--- src/rtl/ssd_pkg.sv ---
// Shared types, constants and helper functions of the seven-segment serial display driver.
package ssd_pkg;

  // Input command codes as they arrive on the request channel.
  localparam logic [1:0] CMD_TICK = 2'd0;
  localparam logic [1:0] CMD_NUM  = 2'd1;
  localparam logic [1:0] CMD_VOLT = 2'd2;

  // Configuration register indexes.
  localparam int CFG_INDEX_W = 1;
  localparam logic [CFG_INDEX_W-1:0] REG_DATA_CMD = 1'd0;
  localparam logic [CFG_INDEX_W-1:0] REG_ADDR_CMD = 1'd1;
  localparam int CFG_DATA_W = 8;
  localparam logic [7:0] DATA_CMD_RESET = 8'h40;
  localparam logic [7:0] ADDR_CMD_RESET = 8'hC0;

  // Queue depth default for the item and result queues.
  localparam int QUEUE_DEPTH_DEFAULT = 2;

  // Frame layout.
  localparam int FRAME_LEN  = 7;
  localparam int BYTE_IDX_W = 3;

  // Binary to BCD converter sizing.
  localparam int BIN_W      = 17;
  localparam int BCD_DIGITS = 5;
  localparam int BCD_W      = 4 * BCD_DIGITS;
  localparam int BCD_CNT_W  = $clog2(BIN_W + 1);

  // Segment patterns beyond the digit table.
  localparam logic [7:0] SEG_DP    = 8'h80;
  localparam logic [7:0] SEG_BLANK = 8'h00;

  typedef enum logic [1:0] {
    KIND_TICK = 2'd0,
    KIND_NUM  = 2'd1,
    KIND_VOLT = 2'd2,
    KIND_NONE = 2'd3
  } kind_t;

  typedef enum logic [2:0] {
    ST_IDLE  = 3'd0,
    ST_START = 3'd1,
    ST_BITS  = 3'd2,
    ST_ACK   = 3'd3,
    ST_STOP  = 3'd4
  } stage_t;

  typedef struct packed {
    logic [1:0]  cmd;
    logic [15:0] value;
    logic [7:0]  brightness;
    logic        dio_in;
  } in_item_t;

  typedef struct packed {
    logic clk_out;
    logic dio_out;
    logic busy_res;
    logic nack_seen;
    logic frame_done;
  } res_item_t;

  // Classified item as it travels from the front to the sequencer.
  typedef struct packed {
    kind_t       kind;
    logic [15:0] value;
    logic [7:0]  brightness;
    logic        dio_in;
  } item_t;

  // Converter status and digits, least significant digit at index 0.
  typedef struct packed {
    logic                         done;
    logic                         volt;
    logic [BCD_DIGITS-1:0][3:0]   digits;
  } bcd_result_t;

  function automatic logic [7:0] seg_of(input logic [3:0] digit);
    logic [7:0] seg;
    unique case (digit)
      4'd0:    seg = 8'h3F;
      4'd1:    seg = 8'h06;
      4'd2:    seg = 8'h5B;
      4'd3:    seg = 8'h4F;
      4'd4:    seg = 8'h66;
      4'd5:    seg = 8'h6D;
      4'd6:    seg = 8'h7D;
      4'd7:    seg = 8'h07;
      4'd8:    seg = 8'h7F;
      4'd9:    seg = 8'h6F;
      default: seg = SEG_BLANK;
    endcase
    return seg;
  endfunction

endpackage

--- src/rtl/ssd_fifo.sv ---
// Small register queue used between the front and the sequencer and for results.
module ssd_fifo #(
  parameter int  DEPTH = ssd_pkg::QUEUE_DEPTH_DEFAULT,
  parameter type entry_t = logic
) (
  input  logic   clk,
  input  logic   rst,
  input  logic   push,
  input  entry_t wdata,
  output logic   full,
  input  logic   pop,
  output entry_t rdata,
  output logic   empty
);

  localparam int PTR_W = $clog2(DEPTH);
  localparam int CNT_W = $clog2(DEPTH + 1);
  localparam logic [PTR_W-1:0] LAST = PTR_W'(DEPTH - 1);

  entry_t            mem [DEPTH];
  logic [PTR_W-1:0]  wr_ptr;
  logic [PTR_W-1:0]  rd_ptr;
  logic [CNT_W-1:0]  count;
  logic              do_push;
  logic              do_pop;

  assign full    = (count == CNT_W'(DEPTH));
  assign empty   = (count == '0);
  assign do_push = push && !full;
  assign do_pop  = pop && !empty;
  assign rdata   = mem[rd_ptr];

  always_ff @(posedge clk) begin
    if (rst) begin
      wr_ptr <= '0;
      rd_ptr <= '0;
      count  <= '0;
    end else begin
      if (do_push) begin
        wr_ptr <= (wr_ptr == LAST) ? '0 : wr_ptr + 1'b1;
      end
      if (do_pop) begin
        rd_ptr <= (rd_ptr == LAST) ? '0 : rd_ptr + 1'b1;
      end
      if (do_push && !do_pop) begin
        count <= count + 1'b1;
      end else if (do_pop && !do_push) begin
        count <= count - 1'b1;
      end
    end
  end

  always_ff @(posedge clk) begin
    if (do_push) begin
      mem[wr_ptr] <= wdata;
    end
  end

endmodule

--- src/rtl/ssd_bcd.sv ---
// Shift-and-add-three binary to BCD converter, one input bit per cycle.
module ssd_bcd (
  input  logic                       clk,
  input  logic                       rst,
  input  logic                       start,
  input  logic [ssd_pkg::BIN_W-1:0]  operand,
  input  logic                       volt,
  output ssd_pkg::bcd_result_t       result
);

  logic [ssd_pkg::BIN_W-1:0]     shreg;
  logic [ssd_pkg::BCD_W-1:0]     bcd;
  logic [ssd_pkg::BCD_W-1:0]     bcd_adj;
  logic [ssd_pkg::BCD_CNT_W-1:0] count;
  logic                          running;
  logic                          done;
  logic                          volt_r;

  // Digits of five or more get three added before the shift.
  always_comb begin
    for (int i = 0; i < ssd_pkg::BCD_DIGITS; i++) begin
      bcd_adj[4*i +: 4] = (bcd[4*i +: 4] >= 4'd5) ? bcd[4*i +: 4] + 4'd3 : bcd[4*i +: 4];
    end
  end

  always_ff @(posedge clk) begin
    if (rst) begin
      running <= 1'b0;
      done    <= 1'b0;
      count   <= '0;
    end else begin
      done <= 1'b0;
      if (start) begin
        running <= 1'b1;
        count   <= ssd_pkg::BCD_CNT_W'(ssd_pkg::BIN_W);
      end else if (running) begin
        count <= count - 1'b1;
        if (count == ssd_pkg::BCD_CNT_W'(1)) begin
          running <= 1'b0;
          done    <= 1'b1;
        end
      end
    end
  end

  always_ff @(posedge clk) begin
    if (start) begin
      shreg  <= operand;
      bcd    <= '0;
      volt_r <= volt;
    end else if (running) begin
      bcd   <= {bcd_adj[ssd_pkg::BCD_W-2:0], shreg[ssd_pkg::BIN_W-1]};
      shreg <= {shreg[ssd_pkg::BIN_W-2:0], 1'b0};
    end
  end

  assign result.done   = done;
  assign result.volt   = volt_r;
  assign result.digits = bcd;

endmodule

--- src/rtl/ssd_seq.sv ---
// Bus sequencer: frame store, configuration registers and line edge generation.
module ssd_seq (
  input  logic                              clk,
  input  logic                              rst,
  input  logic                              cfg_we,
  input  logic [ssd_pkg::CFG_INDEX_W-1:0]   cfg_index,
  input  logic [ssd_pkg::CFG_DATA_W-1:0]    cfg_data,
  input  logic                              item_valid,
  input  ssd_pkg::item_t                    item,
  output logic                              take,
  input  logic                              res_full,
  output ssd_pkg::res_item_t                res
);

  localparam int IW = ssd_pkg::BYTE_IDX_W;
  localparam logic [IW-1:0] SLOT_DATA_CMD = IW'(0);
  localparam logic [IW-1:0] SLOT_ADDR_CMD = IW'(1);
  localparam logic [IW-1:0] SLOT_DIGIT0   = IW'(2);
  localparam logic [IW-1:0] SLOT_DIGIT1   = IW'(3);
  localparam logic [IW-1:0] SLOT_DIGIT2   = IW'(4);
  localparam logic [IW-1:0] SLOT_DIGIT3   = IW'(5);
  localparam logic [IW-1:0] SLOT_BRIGHT   = IW'(6);

  localparam logic [2:0] START_LAST = 3'd3;
  localparam logic [2:0] BIT_LAST   = 3'd2;
  localparam logic [2:0] ACK_SAMPLE = 3'd2;
  localparam logic [2:0] ACK_LAST   = 3'd4;
  localparam logic [2:0] STOP_LAST  = 3'd3;
  localparam logic [3:0] BITS_PER_BYTE = 4'd8;

  ssd_pkg::stage_t      stage, stage_next;
  logic [IW-1:0]        byte_index, byte_index_next;
  logic [3:0]           bit_index, bit_index_next;
  logic [2:0]           edge_phase, edge_phase_next;
  logic [7:0]           shift_byte, shift_byte_next;
  logic                 clock_level, clock_level_next;
  logic                 data_level, data_level_next;
  logic                 nack_flag, nack_flag_next;
  logic [7:0]           data_cmd, addr_cmd;
  logic [7:0]           frame_bytes [ssd_pkg::FRAME_LEN];

  logic                 busy, is_tick, is_req, frame_done;
  logic [IW-1:0]        next_idx;
  logic [7:0]           next_byte;
  logic [3:0]           bit_index_inc;
  logic                 last_of_txn;
  ssd_pkg::bcd_result_t cv;
  logic [ssd_pkg::BIN_W-1:0] cv_operand;

  assign take    = item_valid && !res_full;
  assign busy    = (stage != ssd_pkg::ST_IDLE);
  assign is_tick = take && busy && (item.kind == ssd_pkg::KIND_TICK);
  assign is_req  = take && !busy &&
                   (item.kind == ssd_pkg::KIND_NUM || item.kind == ssd_pkg::KIND_VOLT);

  assign next_idx      = byte_index + 1'b1;
  assign next_byte     = (next_idx < IW'(ssd_pkg::FRAME_LEN)) ? frame_bytes[next_idx] : 8'h00;
  assign bit_index_inc = bit_index + 4'd1;
  assign last_of_txn   = (byte_index == SLOT_DATA_CMD) || (byte_index >= SLOT_DIGIT3);

  // Voltage is rounded to the last shown digit by adding half a step before conversion.
  assign cv_operand = (item.kind == ssd_pkg::KIND_VOLT) ?
                      ({1'b0, item.value} + 17'd5) : {1'b0, item.value};

  ssd_bcd u_bcd (
    .clk     (clk),
    .rst     (rst),
    .start   (is_req),
    .operand (cv_operand),
    .volt    (item.kind == ssd_pkg::KIND_VOLT),
    .result  (cv)
  );

  // Next stage.
  always_comb begin
    stage_next = stage;
    if (is_req) begin
      stage_next = ssd_pkg::ST_START;
    end else if (is_tick) begin
      unique case (stage)
        ssd_pkg::ST_START: begin
          if (edge_phase >= START_LAST) stage_next = ssd_pkg::ST_BITS;
        end
        ssd_pkg::ST_BITS: begin
          if (edge_phase >= BIT_LAST && bit_index_inc >= BITS_PER_BYTE) begin
            stage_next = ssd_pkg::ST_ACK;
          end
        end
        ssd_pkg::ST_ACK: begin
          if (edge_phase >= ACK_LAST) begin
            stage_next = last_of_txn ? ssd_pkg::ST_STOP : ssd_pkg::ST_BITS;
          end
        end
        ssd_pkg::ST_STOP: begin
          if (edge_phase >= STOP_LAST) begin
            stage_next = (byte_index >= SLOT_BRIGHT) ? ssd_pkg::ST_IDLE : ssd_pkg::ST_START;
          end
        end
        default: stage_next = stage;
      endcase
    end
  end

  // Line levels, counters and the result of each item.
  always_comb begin
    byte_index_next  = byte_index;
    bit_index_next   = bit_index;
    edge_phase_next  = edge_phase;
    shift_byte_next  = shift_byte;
    clock_level_next = clock_level;
    data_level_next  = data_level;
    nack_flag_next   = nack_flag;
    frame_done       = 1'b0;
    if (is_req) begin
      byte_index_next = '0;
      bit_index_next  = '0;
      edge_phase_next = '0;
      shift_byte_next = data_cmd;
      nack_flag_next  = 1'b0;
    end else if (is_tick) begin
      unique case (stage)
        ssd_pkg::ST_START: begin
          priority case (edge_phase)
            3'd0:    data_level_next  = 1'b1;
            3'd1:    clock_level_next = 1'b1;
            3'd2:    data_level_next  = 1'b0;
            default: clock_level_next = 1'b0;
          endcase
          if (edge_phase >= START_LAST) begin
            edge_phase_next = '0;
            bit_index_next  = '0;
          end else begin
            edge_phase_next = edge_phase + 3'd1;
          end
        end
        ssd_pkg::ST_BITS: begin
          priority case (edge_phase)
            3'd0: clock_level_next = 1'b0;
            3'd1: begin
              data_level_next = shift_byte[0];
              shift_byte_next = shift_byte >> 1;
            end
            default: clock_level_next = 1'b1;
          endcase
          if (edge_phase >= BIT_LAST) begin
            edge_phase_next = '0;
            bit_index_next  = bit_index_inc;
          end else begin
            edge_phase_next = edge_phase + 3'd1;
          end
        end
        ssd_pkg::ST_ACK: begin
          priority case (edge_phase)
            3'd0: clock_level_next = 1'b0;
            3'd1: data_level_next  = 1'b1;
            3'd2: begin
              clock_level_next = 1'b1;
              if (item.dio_in) nack_flag_next = 1'b1;
            end
            3'd3:    clock_level_next = 1'b0;
            default: data_level_next  = 1'b0;
          endcase
          if (edge_phase >= ACK_LAST) begin
            edge_phase_next = '0;
            if (!last_of_txn) begin
              byte_index_next = next_idx;
              shift_byte_next = next_byte;
              bit_index_next  = '0;
            end
          end else begin
            edge_phase_next = edge_phase + 3'd1;
          end
        end
        ssd_pkg::ST_STOP: begin
          priority case (edge_phase)
            3'd0:    clock_level_next = 1'b0;
            3'd1:    data_level_next  = 1'b0;
            3'd2:    clock_level_next = 1'b1;
            default: data_level_next  = 1'b1;
          endcase
          if (edge_phase >= STOP_LAST) begin
            edge_phase_next = '0;
            if (byte_index >= SLOT_BRIGHT) begin
              frame_done = 1'b1;
            end else begin
              byte_index_next = next_idx;
              shift_byte_next = next_byte;
              bit_index_next  = '0;
            end
          end else begin
            edge_phase_next = edge_phase + 3'd1;
          end
        end
        default: edge_phase_next = edge_phase;
      endcase
    end
    res.clk_out    = clock_level_next;
    res.dio_out    = data_level_next;
    res.busy_res   = (stage_next != ssd_pkg::ST_IDLE);
    res.nack_seen  = nack_flag_next;
    res.frame_done = frame_done;
  end

  always_ff @(posedge clk) begin
    if (rst) begin
      stage       <= ssd_pkg::ST_IDLE;
      byte_index  <= '0;
      bit_index   <= '0;
      edge_phase  <= '0;
      shift_byte  <= '0;
      clock_level <= 1'b1;
      data_level  <= 1'b1;
      nack_flag   <= 1'b0;
      data_cmd    <= ssd_pkg::DATA_CMD_RESET;
      addr_cmd    <= ssd_pkg::ADDR_CMD_RESET;
    end else begin
      if (take) begin
        stage       <= stage_next;
        byte_index  <= byte_index_next;
        bit_index   <= bit_index_next;
        edge_phase  <= edge_phase_next;
        shift_byte  <= shift_byte_next;
        clock_level <= clock_level_next;
        data_level  <= data_level_next;
        nack_flag   <= nack_flag_next;
      end
      if (cfg_we) begin
        unique case (cfg_index)
          ssd_pkg::REG_DATA_CMD: data_cmd <= cfg_data;
          ssd_pkg::REG_ADDR_CMD: addr_cmd <= cfg_data;
          default:               data_cmd <= data_cmd;
        endcase
      end
    end
  end

  // Command, address and brightness bytes land at the request; the digits
  // follow when the converter finishes, long before the bus reaches them.
  always_ff @(posedge clk) begin
    if (is_req) begin
      frame_bytes[SLOT_DATA_CMD] <= data_cmd;
      frame_bytes[SLOT_ADDR_CMD] <= addr_cmd;
      frame_bytes[SLOT_BRIGHT]   <= item.brightness;
    end
    if (cv.done) begin
      if (cv.volt) begin
        frame_bytes[SLOT_DIGIT0] <= ssd_pkg::seg_of(cv.digits[3]);
        frame_bytes[SLOT_DIGIT1] <= ssd_pkg::seg_of(cv.digits[2]) | ssd_pkg::SEG_DP;
        frame_bytes[SLOT_DIGIT2] <= ssd_pkg::seg_of(cv.digits[1]);
        frame_bytes[SLOT_DIGIT3] <= ssd_pkg::SEG_BLANK;
      end else begin
        frame_bytes[SLOT_DIGIT0] <= ssd_pkg::seg_of(cv.digits[3]);
        frame_bytes[SLOT_DIGIT1] <= ssd_pkg::seg_of(cv.digits[2]);
        frame_bytes[SLOT_DIGIT2] <= ssd_pkg::seg_of(cv.digits[1]);
        frame_bytes[SLOT_DIGIT3] <= ssd_pkg::seg_of(cv.digits[0]);
      end
    end
  end

`ifndef SYNTHESIS
  a_req_starts: assert property (@(posedge clk) disable iff (rst)
    is_req |=> (stage == ssd_pkg::ST_START) && (edge_phase == '0))
    else $error("accepted request did not enter the start stage");

  a_done_to_idle: assert property (@(posedge clk) disable iff (rst)
    (take && frame_done) |=> (stage == ssd_pkg::ST_IDLE))
    else $error("frame done without returning to idle");

  a_bits_range: assert property (@(posedge clk) disable iff (rst)
    (stage == ssd_pkg::ST_BITS) |-> (bit_index < BITS_PER_BYTE))
    else $error("bit counter ran past one byte");

  a_byte_range: assert property (@(posedge clk) disable iff (rst)
    busy |-> (byte_index <= SLOT_BRIGHT))
    else $error("byte index left the frame");
`endif

endmodule

--- src/rtl/seven_segment_serial_display_driver.sv ---
// Top level of the seven-segment serial display driver.
//
// Usage: items enter through a queue-style port (push/full) and every item
// gives exactly one result on a queue-style port (empty/pop). A request item
// (show number or show voltage) captures a seven-byte frame while the bus is
// idle; requests made during a frame are ignored but still return a result.
// Each tick item during a frame moves the clock or data line by one edge and
// the result carries the new line levels, the busy flag, the sticky nack
// flag and the frame-done pulse. The two command bytes are set through
// cfg_we, cfg_index and cfg_data; the user must do so while the block is
// idle, which the block does not enforce. Throughput is one item per cycle
// while results are popped: the sequencer settles one item per cycle and
// the queues on both sides let a transfer happen in every cycle. An item
// passes the item queue and the result queue before its result shows.
// Digits come from a shift-and-add-three converter that runs in the
// background after a request and is done before the bus reaches the first
// digit byte. Reset (synchronous, rst high) empties both queues, releases
// both lines high, returns to idle and restores the command bytes 0x40 and
// 0xC0. When the receiver stops popping, results collect in the result
// queue, the sequencer then holds, and full rises once the item queue fills.
module seven_segment_serial_display_driver #(
  parameter int QUEUE_DEPTH = ssd_pkg::QUEUE_DEPTH_DEFAULT
) (
  input  logic                             clk,
  input  logic                             rst,
  input  logic                             push,
  input  ssd_pkg::in_item_t                req,
  output logic                             full,
  output logic                             empty,
  input  logic                             pop,
  output ssd_pkg::res_item_t               res,
  input  logic                             cfg_we,
  input  logic [ssd_pkg::CFG_INDEX_W-1:0]  cfg_index,
  input  logic [ssd_pkg::CFG_DATA_W-1:0]   cfg_data
);

  ssd_pkg::item_t     front_item;
  ssd_pkg::item_t     seq_item;
  ssd_pkg::res_item_t seq_res;
  logic               item_empty;
  logic               take;
  logic               res_full;

  // Front: classify the command so the sequencer only sees kinds of work.
  always_comb begin
    front_item.value      = req.value;
    front_item.brightness = req.brightness;
    front_item.dio_in     = req.dio_in;
    unique case (req.cmd)
      ssd_pkg::CMD_TICK: front_item.kind = ssd_pkg::KIND_TICK;
      ssd_pkg::CMD_NUM:  front_item.kind = ssd_pkg::KIND_NUM;
      ssd_pkg::CMD_VOLT: front_item.kind = ssd_pkg::KIND_VOLT;
      default:           front_item.kind = ssd_pkg::KIND_NONE;
    endcase
  end

  ssd_fifo #(
    .DEPTH   (QUEUE_DEPTH),
    .entry_t (ssd_pkg::item_t)
  ) u_item_q (
    .clk   (clk),
    .rst   (rst),
    .push  (push),
    .wdata (front_item),
    .full  (full),
    .pop   (take),
    .rdata (seq_item),
    .empty (item_empty)
  );

  ssd_seq u_seq (
    .clk        (clk),
    .rst        (rst),
    .cfg_we     (cfg_we),
    .cfg_index  (cfg_index),
    .cfg_data   (cfg_data),
    .item_valid (!item_empty),
    .item       (seq_item),
    .take       (take),
    .res_full   (res_full),
    .res        (seq_res)
  );

  ssd_fifo #(
    .DEPTH   (QUEUE_DEPTH),
    .entry_t (ssd_pkg::res_item_t)
  ) u_res_q (
    .clk   (clk),
    .rst   (rst),
    .push  (take),
    .wdata (seq_res),
    .full  (res_full),
    .pop   (pop),
    .rdata (res),
    .empty (empty)
  );

endmodule
--- config.mk ---
export PLATFORM = sky130hd
export DESIGN_NAME = seven_segment_serial_display_driver
export DESIGN_NICKNAME = d
export VERILOG_FILES = /design/src/rtl/ssd_pkg.sv /design/src/rtl/ssd_fifo.sv /design/src/rtl/ssd_bcd.sv /design/src/rtl/ssd_seq.sv /design/src/rtl/seven_segment_serial_display_driver.sv
export SDC_FILE = /design/constraint.sdc
export NUM_CORES = 1
export LEC_CHECK = 0
export ABC_AREA = 0
export BUFFER_PORTS_ARGS = -buffer_cell sky130_fd_sc_hd__buf_2
export CORE_MARGIN = 2
export CORE_UTILIZATION = 50
export CTS_CLUSTER_SIZE = 28
export DETAILED_ROUTE_END_ITERATION = 8
export MAX_ROUTING_LAYER = met4
export PLACE_DENSITY = 0.78
export SLEW_MARGIN = 10
export SYNTH_ARGS = -nofsm -noshare
export SYNTH_HDL_FRONTEND = slang
export SYNTH_SLANG_ARGS = --single-unit
--- constraint.sdc ---
create_clock -name clk -period 3.75 [get_ports clk]
set_input_delay 0.1875 -clock clk [delete_from_list [all_inputs] [get_ports clk]]
set_output_delay 0.1875 -clock clk [all_outputs]
set_load 0.02 [all_outputs]
=== Word level (Yosys, flattened, before mapping) ===
Memory sizes are Yosys's and may differ from the RTL's. A register that Yosys moved wholly into a read port is not among the register bits.
Index checks and enable logic that the tools add are counted.

* Flip-flop bits (word level): 93
* RAM bits: 120
* Bits in read-only memories: 784
* Logic and storage cells: 278
* Memories: 10

{| class="wikitable"
|+ Memory list
! memory !! depth !! bits a word !! read ports !! clocked after memory_dff !! wr ports !! RTL line !! source
|-
| (no name shown) || 16 || 7 || 1 || 1 || 0 || ssd_pkg.sv:81 || <nowiki>unique case (digit)</nowiki>
|-
| (no name shown) || 16 || 7 || 1 || 1 || 0 || ssd_pkg.sv:81 ||
|-
| (no name shown) || 16 || 7 || 1 || 1 || 0 || ssd_pkg.sv:81 ||
|-
| (no name shown) || 16 || 7 || 1 || 1 || 0 || ssd_pkg.sv:81 ||
|-
| (no name shown) || 16 || 7 || 1 || 1 || 0 || ssd_pkg.sv:81 ||
|-
| (no name shown) || 16 || 7 || 1 || 1 || 0 || ssd_pkg.sv:81 ||
|-
| 4 more memories || n/a || n/a || n/a || n/a || n/a || n/a ||
|}

* Add/sub/neg operators: 18
* $lt $le $gt $ge: 12
* Eq/ne operators: 21
* Multiplexer cells: 135
* Bitwise operators: 6
* Reduce and logical (&&, ||, !) cells: 53

{| class="wikitable"
|+ Operators with widths
! kind !! count
|-
| 8-bit two-way mux || 24
|-
| 4-bit two-way mux || 26
|-
| 3-bit two-way mux || 19
|-
| 17-bit two-way mux || 3
|-
| 1-bit two-way mux || 40
|-
| 8-bit case mux with 3 select lines || 1
|-
| 4-bit by 3-bit >= comparator with 1-bit output (second input constant) || 5
|-
| 16-bit by 3-bit adder with 17-bit output (second input constant) || 1
|-
| 4-bit by 2-bit adder with 4-bit output (second input constant) || 4
|-
| 4-bit case mux with 4 select lines || 1
|-
| 3-bit by 1-bit != test with 1-bit output (second input constant) || 5
|-
| 1-bit logical AND || 14
|-
| 7-bit two-way mux || 2
|-
| 1-bit case mux with 2 select lines || 7
|-
| 3-bit by 2-bit == test with 1-bit output (second input constant) || 4
|-
| 3-bit case mux with 4 select lines || 1
|-
| 5-bit two-way mux || 2
|-
| 3-bit >= comparator (second input constant) || 3
|-
| 1-bit logical NOT || 9
|-
| 3-bit case mux with 3 select lines || 1
|-
| 9-bit AND reduction || 1
|-
| 3-bit nonzero test || 3
|-
| 2-bit == test (second input constant) || 4
|-
| 2-bit logical NOT || 4
|-
| other kinds (32) || 61
|}

=== Logic depth before layout (Yosys ltp) ===
Gate-level depths: netlist (run 1).

* Word-level depth: 8
* Depth in mapped cells: 16

=== Cells and area by module ===
Synthesis (run 1) repeated with hierarchy kept, for this count alone.

* Cell total of the unflattened synthesis: 936
* Area, all modules: 10,606.4 um^2

{| class="wikitable"
|+ Modules (own cells, without submodules)
! module !! times used !! cells each !! area each (um^2) !! seq. area each (um^2)
|-
| ssd_seq || 1 || 563 || 5,546.6 || 2,382.3
|-
| ssd_bcd || 1 || 221 || 2,311.0 || 1,081.0
|-
| ssd_fifo at u_item_q || 1 || 109 || 2,163.3 || 1,721.7
|-
| ssd_fifo at u_res_q || 1 || 40 || 574.3 || 400.4
|-
| seven_segment_serial_display_driver || 1 || 3 || 11.3 || 0.0
|}

=== Least setup slack after synthesis (run 1) ===
No wires, ideal clock.

* Path type: reg-to-reg
* Start point: reg (tool-made name)
* End point: reg (tool-made name)
* Setup time: 0.131 ns
* Arrival: 3.260 ns
* Data required time: 3.619 ns
* Setup slack: 0.359 ns
* Stages on the path, launching flop included: 17
* Path buffers: 6
* Path through: dfxtp_1 > buf_4 > buf_2 > buf_2 > buf_2 > mux2i_1 > ha_1 > nand4_2 > inv_2 > buf_4 > buf_2 > a211oi_1 > inv_1 > ha_1 > inv_1 > a211oi_1 > a21oi_1

==> results of run 1 <==
cell families (layout without fill, tap and decap cells):
logic type | count (synthesis) | in the layout
buffers and inverters | 104 | 193
muxes | 56 | 56
DFF | 236 | 236
and+or+nand+nor | 310 | 310
xor gates and xnor gates | 28 | 28
adders and majority gates | 49 | 49
AOI/OAI and AO/OA | 226 | 226
stage by stage:
stage | hold slack [ns] | cell area [um2] | power (uW)
6_report | 0.0811 | 12900 | 9700
5_1_grt | 0.115 | 12900 | 10300
4_1_cts | 0.0643 | 12900 | 9710
3_5_place_dp | 0.379 | 11700 | 7080
3_3_place_gp | 0.375 | 11700 | 6960
2_1_floorplan | 0.286 | 11300 | 6310
what timing repair did:
item / CTS / global route
resized for setup: 0 / 0
endpoints found under the hold margin: 70 / 0
hold buffers: 35 / 0
setup endpoints to repair: 0 / 0
path summary, 6_finish.rpt:
check                       endpoint  startpoint  cells after the start
max                        flip-flop   flip-flop                      9
min                  u_item_q.wr_ptr        push                      4
max reg2reg                flip-flop   flip-flop                      9
min reg2reg  u_seq.frame_bytes[2][0]   flip-flop                      0
routing by layer:
| layer | GRT usage, % | up-vias | wire length (um) |
|---|---|---|---|
| met5 | - | - | 0 |
| met4 | 5.61 | 0 | 596 |
| met3 | 2.54 | 50 | 1200 |
| met2 | 33.5 | 229 | 11300 |
| met1 | 25.3 | 3783 | 10100 |
| li1 | - | 3874 | - |
power groups by stage:
stage	logic, uW	registers, uW	clock network (uW)
2_1_floorplan	2550	3760	0
3_3_place_gp	3050	3910	0
3_5_place_dp	3150	3940	0
4_1_cts	3210	3890	2620
5_1_grt	3580	3960	2720
6_report	3220	3900	2590
critical path, cell delays in order, from the launching register on:
cell      delay [ns]
dfxtp_2         0.41
mux2i_1         0.32
ha_1            0.34
nand4_2         0.11
buf_4           0.52
nand2_1         0.27
inv_1           0.17
ha_1            0.15
or4b_1          0.42
o311ai_1        0.08
layout make-up:
class                   instances  area share, %
well taps                     280           2.71
clock buffers                  34           5.65
multi-input cells             669           36.7
flip-flops and latches        236           46.9
inverters                      52           1.51
repair buffers                 95           5.38
clock inverters                12           1.14
placed cells by master, fill, tap and decap left out, types with 7 or more instances in the layout:
cell type,instances
edfxtp_1,134
nand2_1,105
dfxtp_1,101
a21oi_1,49
ha_1,49
buf_2,47
inv_1,45
o21ai_0,42
nor2_1,40
dlygate4sd3_1,35
nand3_1,29
mux2_2,28
clkbuf_16,26
and3_1,20
mux2i_1,19
nor3_1,16
nor2b_1,16
and2_1,16
xnor2_1,15
nand2b_1,13
xor2_1,13
buf_4,12
a2111oi_0,11
a211oi_1,10
a21o_1,9
o211ai_1,8
o2bb2ai_1,8
a31oi_1,7
a22oi_1,7
nand4_1,7
nor4_1,7
mux4_2,7
Yosys cell counts (15+ instances only):
cell,number,share of area [%]
nor2b_1,16,0.89
nor2_1,41,1.4
nand2_1,105,3.5
mux2i_1,19,1.7
and3_1,20,1.1
clkbuf_1,19,0.63
buf_2,25,1.1
a21oi_1,49,2.2
mux2_2,28,2.8
nand3_1,29,1.3
xnor2_1,15,1.2
nor3_1,16,0.71
ha_1,49,5.4
inv_1,45,1.5
edfxtp_1,134,36
dfxtp_1,102,18
o21ai_0,42,1.9
and2_1,16,0.89
==> flow_summary.yaml, run 1 <==
synthesis:
  synth_xor_area_share_pct: 2.18
  synthCells: 1009
  synth.area.mux_share_pct: 6.12
  synth_compound_area_share_pct: 14.3
  synth_top_family_by_area: "compound AO/OA/AOI/OAI gates"
  yosysSeqAreaShare_pct: 53.9
  synth-simple-area-share_pct: 14.2
  synth_edf_count: 134
  async_reset_ff_share_pct: 0
  syn-cell-area_um2: 11300
  synth_flop_cell: "edfxtp_1"
  synth-adder-area-share_pct: 5.45
  yosysWarnings: 0
  synth_area_per_cell_um2: 11.2
  synth.distinct_cells: 90
  ys_ff_latch: 236
  synth_nets: 1099
sta:
  setup_slack_ns: 0.857
  maxSlewViolCount: 0
  relSlewSlack_pct: 46.9
  skew_ns: 0.0109
  tightest_slew_ns: 0.776
  rsz0062_at_grt: "no"
  hold_viol_final: 0
  layout_min_cycle_time_ns: 2.89
  fin_crit_sh_pct: 77.1
  fmax_mhz: 346
  setup_viol_count_final: 0
  fin_setup_tns_ns: 0
final_layout:
  nets: 1169
  multiInputGateArea_um2: 4750
  nFillCells: 1687
  antenna_cells: 0
  final_cell_count_no_fill: 1378
  post-route-util_pct: 58.9
  area_growth_pct: 14.9
  layout-drive-gt1-share_pct: 15.6
  seq_area_um2: 6070
worst_setup_path:
  path_max_fanout: 61
  crit_path_end_kind: "flip-flop"
  startpoint_type: "flip-flop"
  arrival_ns: 3.33
  rrSetupSlack_ns: 0.86
  crit_required_ns: 4.18
  crit_type: "reg2reg"
global_routing:
  grt_pass1_vias: 7602
  antenna_found_initial: 0
  grt_pass1_wl_um: 37700
  grt_use_total_pct: 19.9
  grt_max_degree: 62
  grt_overflow: 0
placement:
  dp_cells: 1297
  io_buffer_count: 47
  dp_hpwl_um: 14900
  place.gp.congestion: 0.867
  place_worst_setup_slack_ns: 0.866
clock_tree:
  cts_max_level: 1
  insertion_delay_ns: 0.53
  cts_setup_buffers: 0
  clock_sinks: 236
  clock_tree.root_cell: "clkbuf_16"
  clock_path_buffers: 3
  cts.clk_slew.worst_paths_ns: 0.06
  cts_tree: "yes"
  cts_buffers: 25
routing:
  wire_per_inst_um: 16.8
  viasPerCell: 5.76
  first_pass_iters: 5
  route.vias.total: 7936
  drtAntennaViolNets: 0
  wl_um: 23200
  drt_iter0_drc: 768
  drc: 0
job:
  maxCapViolCount: 0
floorplan:
  die_h_um: 154
  dieArea_um2: 23700
  ios: 48
  start_util_pct: 51.3
  core_area_um2: 22000
  fp.dieW_um: 154
  rows: 54
power_and_ir_drop:
  combPwrFrac_pct: 33.2
  p_int_uw: 6370
  leakage_uw: 0.00488
  pwr-share-seq_pct: 40.2
  switching_share_pct: 34.4
  pwr_density_cell_nw_per_um2: 750
  ir_worst_vdd_mv: 0.461
  switchingPower_uw: 3330
  clock_power_share_pct: 26.7
hold_path:
  hp-class: "in2reg"
run_status:
  status: "finished, final reports clean"
No activity file was read; power rests on OpenSTA's default activity.
==> inputs of run 2 (changes only) <==
--- a/config.mk
+++ b/config.mk
@@ -5,7 +5,7 @@
 export SDC_FILE = /design/constraint.sdc
 export NUM_CORES = 1
 export LEC_CHECK = 0
-export ABC_AREA = 0
+export ABC_AREA = 1
 export BUFFER_PORTS_ARGS = -buffer_cell sky130_fd_sc_hd__buf_2
 export CORE_MARGIN = 2
 export CORE_UTILIZATION = 50
==> constraint.sdc (replaced) <==
create_clock -name clk -period 2.7 [get_ports clk]
set_input_delay 0.135 -clock clk [delete_from_list [all_inputs] [get_ports clk]]
set_output_delay 0.135 -clock clk [all_outputs]
set_load 0.02 [all_outputs]
==> run 2 against run 1 <==
  * Wire length is 2.2% lower
  * Cell area is 0.41% lower
  * Count of clock-buffer cells in the layout fell by 5
  * Sequential power up 41%
  * Flip-flop and latch count stayed put
  * Power grew 51%
  * Cell count increased by 21%
  * Sequential share of layout area is 0.18 points higher
  * Worst setup slack worse by 0.62 ns
  * Synthesized cell count rose by 26%
  * Critical path depth rose by 5
  * Critical path type unchanged
  * Highest routed layer unchanged
==> flow_summary.yaml, run 2 <==
clock_tree:
  clock_sinks: 236
  cts.clk_slew.worst_paths_ns: 0.06
  insertion_delay_ns: 0.52
  clock_path_buffers: 3
  cts_setup_buffers: 0
  cts_tree: "yes"
  cts_max_level: 1
  cts_buffers: 24
  clock_tree.root_cell: "clkbuf_16"
worst_setup_path:
  crit_required_ns: 3.10
  rrSetupSlack_ns: 0.23
  path_max_fanout: 9
  arrival_ns: 2.87
  crit_type: "reg2reg"
  crit_path_end_kind: "flip-flop"
  reg2reg_depth: 14
  startpoint_type: "flip-flop"
synthesis:
  yosysTopAreaCell: "edfxtp_1"
  synth_flop_cell: "edfxtp_1"
  synthCells: 1274
  synth_top_area_share_pct: 36.1
  synth_edf_count: 134
  synthTopCellsByCount: "357 x nand2_1, 142 x inv_1, 134 x edfxtp_1, 132 x nor2_1, 102 x dfxtp_1"
  synth-adder-area-share_pct: 5.50
  synth.distinct_cells: 42
  syn-cell-area_um2: 11200
  synth_xor_area_share_pct: 1.17
  ys_ff_latch: 236
  yosysSeqAreaShare_pct: 54.4
  synth_area_per_cell_um2: 8.75
  yosysWarnings: 0
  synth_top_family_by_area: "simple AND/OR/NAND/NOR gates"
  synth_compound_area_share_pct: 7.90
  synth.most_common_cell: "nand2_1"
  synth.area.mux_share_pct: 0.684
  synth-simple-area-share_pct: 23.6
  async_reset_ff_share_pct: 0
  synth_nets: 1364
  synth_area_leaders: "edfxtp_1 36%, dfxtp_1 18%, nand2_1 12%"
sta:
  maxSlewViolCount: 0
  setup_viol_count_final: 0
  layout_min_cycle_time_ns: 2.47
  rsz0062_at_grt: "no"
  fmax_mhz: 406
  relSlewSlack_pct: 57.4
  setup_slack_ns: 0.235
  skew_ns: 0.0148
  fin_setup_tns_ns: 0
  hold_viol_final: 0
  tightest_slew_ns: 0.635
  fin_crit_sh_pct: 91.3
power_and_ir_drop:
  total_power_uw: 14700
  leakage_uw: 0.00572
  ir_worst_vdd_mv: 0.715
  pwr_density_cell_nw_per_um2: 1140
placement:
  place.gp.congestion: 0.871
  place_worst_setup_slack_ns: 0.192
  io_buffer_count: 47
  dp_hpwl_um: 15300
routing:
  drt_iter0_drc: 558
  wl_um: 22700
  first_pass_iters: 5
  viasPerCell: 5.12
  drtAntennaViolNets: 0
  route.vias.total: 8533
  drc: 0
  wire_per_inst_um: 13.6
run_status:
  status: "finished, final reports clean"
final_layout:
  antenna_cells: 0
  nets: 1458
  layout-drive-gt1-share_pct: 11.5
  mostFrequentLayoutCells: "354 x nand2_1, 142 x inv_1, 134 x edfxtp_1"
  final_common_cell: "nand2_1"
  area_growth_pct: 15.6
global_routing:
  antenna_found_initial: 0
  grt_max_degree: 52
  grt_use_total_pct: 19.7
  grt_overflow: 0
  grt_pass1_vias: 7968
  grt_pass1_wl_um: 37700
hold_path:
  worstHoldStart: "pop"
  hp-class: "in2reg"
floorplan:
  fp.dieW_um: 153
  ios: 48
  start_util_pct: 51.1
  dieArea_um2: 23500
  rows: 54
  die_h_um: 153
  core_area_um2: 21800
job:
  maxCapViolCount: 0
[run 2: worst max-delay path: stages (launching register included)]
cell and delay, ns:
dfxtp_1 0.39, inv_2 0.05, or2_2 0.26, o21ai_0 0.12, ha_1 0.31, nand3_4 0.17
buf_4 0.20, nand3_1 0.10, nand2_1 0.18, inv_1 0.12, ha_1 0.21, inv_1 0.05
nand4_1 0.08, nand3_1 0.09, nand2_1 0.05
[run 2: area by class of cell]
cell class,count,area (um2)
Sequential cell,236,6070
Multi-Input combinational cell,855,4370
Clock inverter,15,120
Clock buffer,29,661
Fill cell,1783,8940
Timing Repair Buffer,105,773
Tap cell,280,350
Inverter,146,548
[run 2: metal layers]
metal	up-vias	part of all wire [%]	GRT usage (%)
met1	3918	44	25.3
met4	0	2.2	4.89
met2	221	48	33.1
met3	46	5.2	2.95
li1	4348	-	-
met5	-	0	-
[run 2: per-stage QoR]
stage	utilization [%]	area [um2]	std cells	hold WS (ns)
CTS	59.0	12900	1666	0.0249
global placement	53.8	11700	1586	0.323
detailed placement	53.8	11700	1586	0.326
finish	59.0	12900	1666	0.0430
floorplan	-	11200	1274	0.204
global route	59.0	12900	1666	0.0798
[run 2: worst min path at each step]
| stage | endpoint | slack (ns) | cells after the start |
|---|---|---|---|
| 2_1_floorplan | u_seq.bit_index[0] | 0.20 | 1 |
| 3_3_place_gp | u_item_q.mem[1][16] | 0.32 | 1 |
| 3_5_place_dp | u_item_q.mem[1][14] | 0.33 | 1 |
| 4_1_cts | flip-flop | 0.02 | 3 |
| 5_1_grt | u_seq.data_cmd[6] | 0.08 | 4 |
| 6_report | u_res_q.rd_ptr | 0.04 | 3 |
[run 2: logic make-up (layout without fill, tap and decap cells)]
kind of cell	Yosys count	in the layout
compound gates	164	164
xor+xnor	14	14
fa+ha+maj	49	49
buf+inv	183	295
flops	236	236
mux	7	7
simple gates	621	621
[run 2: power by group]
group | switching (uW) | internal [uW] | leakage (uW)
clock | 1380 | 1850 | 0.000379
combinational | 3950 | 1960 | 0.00325
sequential | 459 | 5050 | 0.00209
total | 5780 | 8870 | 0.00572
[run 2: repair_timing]
action / 4_1_cts / 5_1_grt
gates resized for setup: 0 / 4
hold buffers: 36 / 0
endpoints found under the setup margin: 0 / 5
endpoints found under the hold margin: 76 / 0
